File: src/hdl/atab_pkg.sv
// shared types and constants for the associative table
// no dependencies
package atab_pkg;

  localparam int DEPTH       = 16;
  localparam int KEY_WIDTH   = 32;
  localparam int VALUE_WIDTH = 32;

  localparam int IDX_W = (DEPTH > 1) ? $clog2(DEPTH) : 1;
  localparam int CNT_W = $clog2(DEPTH + 1);
  localparam int CW1   = CNT_W + 1;

  localparam logic [1:0] ACT_PUT = 2'd0;
  localparam logic [1:0] ACT_DEL = 2'd1;
  localparam logic [1:0] ACT_GET = 2'd2;

  localparam logic [1:0] STAT_OK   = 2'd0;
  localparam logic [1:0] STAT_MISS = 2'd1;
  localparam logic [1:0] STAT_FULL = 2'd2;

  typedef struct packed {
    logic [1:0]  action;
    logic [31:0] key;
    logic [31:0] value;
  } in_item_t;

  typedef struct packed {
    logic        hit;
    logic [1:0]  status;
    logic [31:0] read_value;
    logic [4:0]  entries_used;
  } out_item_t;

  typedef enum logic [1:0] {
    S_IDLE,
    S_SCAN,
    S_SHIFT,
    S_RESP
  } state_t;

endpackage

File: src/hdl/assoc_table_insert_remove_lookup.sv
// associative table: linear search over key and value rams, compacting remove
// one item is in flight at a time; the next item is taken once the result is
// registered and the table is idle again. the scan reads one entry per cycle
// from the key/value rams. reset clears the state, the entry count and
// out_valid; rams are not cleared
module assoc_table_insert_remove_lookup (
  input  logic                clk,
  input  logic                rst_n,
  input  logic                in_valid,
  output logic                in_stall,
  input  atab_pkg::in_item_t  in_item,
  output logic                out_valid,
  input  logic                out_stall,
  output atab_pkg::out_item_t out_item
);

  atab_pkg::state_t state_r, state_nxt;
  logic [atab_pkg::IDX_W-1:0]       idx_r, idx_nxt;
  logic [atab_pkg::CNT_W-1:0]       count_r, count_nxt;
  logic [1:0]                       act_r;
  logic [atab_pkg::KEY_WIDTH-1:0]   key_r;
  logic [atab_pkg::VALUE_WIDTH-1:0] val_r;
  logic                             hit_r, hit_nxt;
  logic [1:0]                       stat_r, stat_nxt;
  logic [atab_pkg::VALUE_WIDTH-1:0] rd_r, rd_nxt;
  logic                             out_valid_r, out_valid_nxt;
  atab_pkg::out_item_t              out_r, out_nxt;

  logic                             rd_en, wr_en;
  logic [atab_pkg::IDX_W-1:0]       rd_addr, wr_addr;
  logic [atab_pkg::KEY_WIDTH-1:0]   key_wdata, key_q;
  logic [atab_pkg::VALUE_WIDTH-1:0] val_wdata, val_q;

  logic [atab_pkg::CW1-1:0] idx_ext, nx1, nx2, cnt_ext;
  logic                     accept, match;

  assign accept  = in_valid && !in_stall;
  assign idx_ext = atab_pkg::CW1'(idx_r);
  assign nx1     = idx_ext + atab_pkg::CW1'(1);
  assign nx2     = idx_ext + atab_pkg::CW1'(2);
  assign cnt_ext = atab_pkg::CW1'(count_r);
  assign match   = (idx_ext < cnt_ext) && (key_q == key_r);

  atab_ram #(
    .WIDTH (atab_pkg::KEY_WIDTH),
    .DEPTH (atab_pkg::DEPTH)
  ) u_key_ram (
    .clk     (clk),
    .wr_en   (wr_en),
    .wr_addr (wr_addr),
    .wr_data (key_wdata),
    .rd_en   (rd_en),
    .rd_addr (rd_addr),
    .rd_data (key_q)
  );

  atab_ram #(
    .WIDTH (atab_pkg::VALUE_WIDTH),
    .DEPTH (atab_pkg::DEPTH)
  ) u_val_ram (
    .clk     (clk),
    .wr_en   (wr_en),
    .wr_addr (wr_addr),
    .wr_data (val_wdata),
    .rd_en   (rd_en),
    .rd_addr (rd_addr),
    .rd_data (val_q)
  );

  always_ff @(posedge clk) begin
    if (!rst_n) begin
      state_r     <= atab_pkg::S_IDLE;
      count_r     <= '0;
      out_valid_r <= 1'b0;
    end else begin
      state_r     <= state_nxt;
      count_r     <= count_nxt;
      out_valid_r <= out_valid_nxt;
    end
  end

  always_ff @(posedge clk) begin
    idx_r  <= idx_nxt;
    hit_r  <= hit_nxt;
    stat_r <= stat_nxt;
    rd_r   <= rd_nxt;
    out_r  <= out_nxt;
    if (accept) begin
      act_r <= in_item.action;
      key_r <= atab_pkg::KEY_WIDTH'(in_item.key);
      val_r <= atab_pkg::VALUE_WIDTH'(in_item.value);
    end
  end

  always_comb begin
    state_nxt     = state_r;
    idx_nxt       = idx_r;
    count_nxt     = count_r;
    hit_nxt       = hit_r;
    stat_nxt      = stat_r;
    rd_nxt        = rd_r;
    out_valid_nxt = out_valid_r && out_stall;
    out_nxt       = out_r;
    rd_en         = 1'b0;
    rd_addr       = '0;
    wr_en         = 1'b0;
    wr_addr       = idx_r;
    key_wdata     = key_r;
    val_wdata     = val_r;
    in_stall      = (state_r != atab_pkg::S_IDLE);

    unique case (state_r)
      atab_pkg::S_IDLE: begin
        if (in_valid) begin
          hit_nxt  = 1'b0;
          stat_nxt = atab_pkg::STAT_OK;
          rd_nxt   = '0;
          idx_nxt  = '0;
          case (in_item.action) inside
            atab_pkg::ACT_PUT, atab_pkg::ACT_DEL, atab_pkg::ACT_GET: begin
              rd_en     = 1'b1;
              state_nxt = atab_pkg::S_SCAN;
            end
            default: state_nxt = atab_pkg::S_RESP;
          endcase
        end
      end

      atab_pkg::S_SCAN: begin
        if (match) begin
          hit_nxt = 1'b1;
          case (act_r)
            atab_pkg::ACT_PUT: begin
              wr_en     = 1'b1;
              state_nxt = atab_pkg::S_RESP;
            end
            atab_pkg::ACT_GET: begin
              rd_nxt    = val_q;
              state_nxt = atab_pkg::S_RESP;
            end
            default: begin
              if (nx1 < cnt_ext) begin
                rd_en     = 1'b1;
                rd_addr   = atab_pkg::IDX_W'(nx1);
                state_nxt = atab_pkg::S_SHIFT;
              end else begin
                count_nxt = count_r - atab_pkg::CNT_W'(1);
                state_nxt = atab_pkg::S_RESP;
              end
            end
          endcase
        end else if (nx1 < cnt_ext) begin
          rd_en   = 1'b1;
          rd_addr = atab_pkg::IDX_W'(nx1);
          idx_nxt = atab_pkg::IDX_W'(nx1);
        end else begin
          state_nxt = atab_pkg::S_RESP;
          case (act_r)
            atab_pkg::ACT_PUT: begin
              if (count_r < atab_pkg::CNT_W'(atab_pkg::DEPTH)) begin
                wr_en     = 1'b1;
                wr_addr   = atab_pkg::IDX_W'(count_r);
                count_nxt = count_r + atab_pkg::CNT_W'(1);
              end else begin
                stat_nxt = atab_pkg::STAT_FULL;
              end
            end
            default: stat_nxt = atab_pkg::STAT_MISS;
          endcase
        end
      end

      atab_pkg::S_SHIFT: begin
        // move entry idx+1 down into idx
        wr_en     = 1'b1;
        key_wdata = key_q;
        val_wdata = val_q;
        idx_nxt   = atab_pkg::IDX_W'(nx1);
        if (nx2 < cnt_ext) begin
          rd_en   = 1'b1;
          rd_addr = atab_pkg::IDX_W'(nx2);
        end else begin
          count_nxt = count_r - atab_pkg::CNT_W'(1);
          state_nxt = atab_pkg::S_RESP;
        end
      end

      atab_pkg::S_RESP: begin
        if (!out_valid_r || !out_stall) begin
          out_valid_nxt        = 1'b1;
          out_nxt.hit          = hit_r;
          out_nxt.status       = stat_r;
          out_nxt.read_value   = 32'(rd_r);
          out_nxt.entries_used = 5'(count_r);
          state_nxt            = atab_pkg::S_IDLE;
        end
      end

      default: state_nxt = atab_pkg::S_IDLE;
    endcase
  end

  assign out_valid = out_valid_r;
  assign out_item  = out_r;

endmodule

File: src/hdl/atab_ram.sv
// simple dual-port ram, one write and one registered read port
// no dependencies
module atab_ram #(
  parameter int WIDTH = 32,
  parameter int DEPTH = 16
) (
  input  logic                                      clk,
  input  logic                                      wr_en,
  input  logic [((DEPTH > 1) ? $clog2(DEPTH) : 1)-1:0] wr_addr,
  input  logic [WIDTH-1:0]                          wr_data,
  input  logic                                      rd_en,
  input  logic [((DEPTH > 1) ? $clog2(DEPTH) : 1)-1:0] rd_addr,
  output logic [WIDTH-1:0]                          rd_data
);

  logic [WIDTH-1:0] mem [DEPTH];

  always_ff @(posedge clk) begin
    if (wr_en) begin
      mem[wr_addr] <= wr_data;
    end
  end

  always_ff @(posedge clk) begin
    if (rd_en) begin
      rd_data <= mem[rd_addr];
    end
  end

endmodule

File: config.mk
export PLATFORM = sky130hd
export DESIGN_NAME = assoc_table_insert_remove_lookup
export DESIGN_NICKNAME = d
export VERILOG_FILES = /design/src/hdl/atab_pkg.sv /design/src/hdl/assoc_table_insert_remove_lookup.sv /design/src/hdl/atab_ram.sv
export SDC_FILE = /design/constraint.sdc
export NUM_CORES = 1
export LEC_CHECK = 0
export BUFFER_PORTS_ARGS = -buffer_cell sky130_fd_sc_hd__buf_2
export CORE_MARGIN = 4
export CORE_UTILIZATION = 62
export CTS_CLUSTER_SIZE = 12
export DETAILED_ROUTE_END_ITERATION = 8
export GPL_ROUTABILITY_DRIVEN = 0
export PLACE_DENSITY = 0.77
export SLEW_MARGIN = 15
export SYNTH_ARGS = -nofsm -noshare
export SYNTH_HDL_FRONTEND = slang
export SYNTH_SLANG_ARGS = --single-unit
File: constraint.sdc
create_clock -name clk -period 12.9 [get_ports clk]
set_input_delay 1.935 -clock clk [delete_from_list [all_inputs] [get_ports clk]]
set_output_delay 1.935 -clock clk [all_outputs]
set_load 0.05 [all_outputs]
==> metrics.cfg <==
[run_status]
status = finished clean

[synthesis]
synth_seq_area_share_pct = 77.43
synthDistinctLibCells = 62
ys.flop_type = edfxtp_1
yosysWarningCount = 0
yosysMostFrequentCell = edfxtp_1
syn_area_mm2 = 0.04802
async_reset_ff_share_pct = 0
synth-seq-cells = 1241
synth_top_area_share_pct = 77.10
synth_nets = 2416
synth_edf_count = 1233
syn_area_per_cell_um2 = 20.64
synth_commonest_cells = 1233 x edfxtp_1, 319 x mux2_2, 128 x mux4_2, 128 x o22ai_1
postSynthCellCount = 2327
yosys.area.top_type = edfxtp_1
synth_top_cells_by_area = edfxtp_1 77%, mux2_2 7.5%, mux4_2 6.0%, o22ai_1 1.7%, a22oi_1 1.0%

[setup_path]
crit_type = flip-flop to flip-flop
path_max_fanout = 40
required_ns = 13.21
path_cells = ha_1 -> nand2_1 -> xor2_1 -> inv_1 -> ha_1 -> a21oi_1 -> nor2_1 -> nor3_1 -> nand3b_1 -> mux2i_1 -> nand3_1 -> nor3_2 -> buf_4 -> buf_4
cp_slowest_cell = mux2i_1
rr_worst_depth = 14
timing.rr.start = idx_r[1]
slowest_delay_ns = 0.91
r2r_setup_slack_ns = 6.58
start_kind = flip-flop
worstPathArrival_ns = 6.64
end_kind = flip-flop
regToRegEndpoint = u_key_ram.mem[4][26]

[cts]
cts_root_buf = clkbuf_16
post-cts-setup-buffers = 0
cts_resized = 0
clkSinkCount = 1241
cts_buffers = 121
htreeDepth = 3
cts_tree = done
clk_pin_slew_ns = 0.06
cts_buffer_depth = 3
ctsHoldBuffers = 0
insertion_delay_ns = 0.71

[final_layout]
areaGrowthSynthToFinish_pct = 11.01
drive_gt1_share_pct = 30.96
final_nets = 2585
fin_area_mm2 = 0.05331
num-fill-cells = 4530

[die]
die_area_mm2 = 0.08197
die_y_um = 286.3
initial_core_util_pct = 62.92
rows = 101
coreArea_mm2 = 0.07633
io_pins = 112
die_x_um = 286.3

[power_and_ir_drop]
p_leak_uw = 0.01707
power-per-cell-area_mw_per_mm2 = 199.5
peakVddDrop_v = 0.0001548

[drt]
wl_um = 112400
first_pass_iters = 5
drcViolationCount = 0
wl_per_cell_um = 31.21
drt-initial-drc-count = 3191
final_antenna_net_count = 0
via_count = 24464
vias_per_cell = 6.792

[grt]
antenna_found_initial = 2
grt.total_usage_pct = 27.57
grt_max_degree = 153
grt_first_pass_wirelength_um = 164700
grt_pass1_vias = 24803
globalRoute.totalOverflow = 0

[worst_hold_path]
worstHoldPathType = flip-flop to flip-flop
whs_endpoint = out_item[16]
worstHoldStart = rd_r[11]
hold_depth = 0

[placement]
dpl.hpwl_um = 55170
numPortBuffers = 111
dp_slack_ns = 6.653
place_area_mm2 = 0.04982

[sta]
slew_violations = 0
tightest_slew_ns = 1.237
skew_ns = 0.03487
final.setup.tns_ns = 0
hold_violations = 0
slew_headroom_pct = 17.56
fmax_mhz = 158.2
fin_crit_sh_pct = 49.01
layout_setup_ws_ns = 6.578
min_period_ns = 6.322
rsz0062_at_grt = false
setup_violations = 0

[flow_run]
maxCapViolations = 0

[layout make-up]
cell class              count  area [um2]  share of cell area (%)
flip-flops and latches   1241       37190                   69.76
multi-input cells         953       10310                   19.34
clock buffers             166        3227                   6.053
well taps                1030        1289                   2.418
repair buffers            163       970.9                   1.821
clock inverters            32       261.5                  0.4905
inverters                  16       60.06                  0.1127
diodes                      1       2.502                0.004694
[critical path: cells and delay by family (launching register included)]
kind / cells / cell delay (ns)
and+or+nand+nor: 6 / 2.02
buffers and inverters: 3 / 1.33
DFF: 1 / 0.51
adders and majority gates: 2 / 0.58
AOI/OAI and AO/OA: 1 / 0.22
muxes: 1 / 0.91
xor gates and xnor gates: 1 / 0.32
[sequential cells by signal, summed over array words and instances, names as in the netlist]
register	cells
act_r	2
count_r	5
hit_r	1
idx_r	4
key_r	32
out_item	40
out_valid	1
rd_r	32
stat_r	2
state_r	2
u_key_ram.mem	512
u_key_ram.rd_data	32
u_val_ram.mem	512
u_val_ram.rd_data	32
val_r	32
[how the worst max path moves through the flow]
| stage | start | endpoint | slack, ns | cells past startpoint |
|---|---|---|---|---|
| finish | idx_r[1] | u_key_ram.mem[4][26] | 6.58 | 14 |
| global route | idx_r[2] | u_key_ram.mem[4][25] | 6.16 | 14 |
| CTS | idx_r[1] | u_key_ram.mem[4][25] | 6.66 | 14 |
| detailed placement | idx_r[1] | u_key_ram.mem[4][20] | 6.65 | 14 |
| global placement | idx_r[1] | u_key_ram.mem[4][21] | 6.82 | 14 |
| floorplan | idx_r[2] | u_key_ram.mem[11][0] | 3.48 | 12 |
[report_power, final]
part	internal (uW)	switching (uW)
combinational	677	1440
clock	1750	1420
sequential	5200	154
total	7630	3010
[metal layers]
layer | vias to the layer above | track usage, % | part of all wire [%]
li1 | 9966 | - | -
met2 | 1541 | 44.53 | 49
met4 | 0 | 8.705 | 2.9
met3 | 226 | 5.131 | 11
met5 | - | 0 | 0
met1 | 12731 | 39.09 | 38
[cells by family after synthesis]
| kind of cell | Yosys count | share of synthesized area, % |
|---|---|---|
| flip-flops | 1241 | 77.43 |
| multiplexers | 455 | 13.69 |
| AO/OA/AOI/OAI | 300 | 4.494 |
| AND/OR/NAND/NOR | 139 | 1.686 |
| buffers and inverters | 133 | 1.430 |
| XOR/XNOR | 40 | 0.7764 |
| adder cells (fa/ha/maj) | 19 | 0.4950 |
[cells in the final DEF, fill, tap and decap left out, drive strengths merged, types with 6 or more instances in the layout]
master  instances
edfxtp       1233
mux2          320
clkbuf        166
buf           163
o22ai         128
mux4          128
a22oi          64
o31ai          64
and2           39
xnor2          36
clkinv         27
nand2          20
ha             19
inv            19
nand4          17
nor3           16
a21oi          12
nor2            9
dfxtp           8
nor2b           8
nand3           8
mux2i           7
nor4            6
[through the flow]
stage	power [uW]	utilization, %	cells	hold WS [ns]
2_1_floorplan	6804	-	2327	0.4003
3_3_place_gp	7424	65.27	3403	0.4012
3_5_place_dp	7510	65.27	3403	0.4045
4_1_cts	10650	69.84	3601	0.4044
5_1_grt	11030	69.84	3601	0.4168
6_report	10640	69.84	3602	0.4075
(Power assumes the default switching activity.)
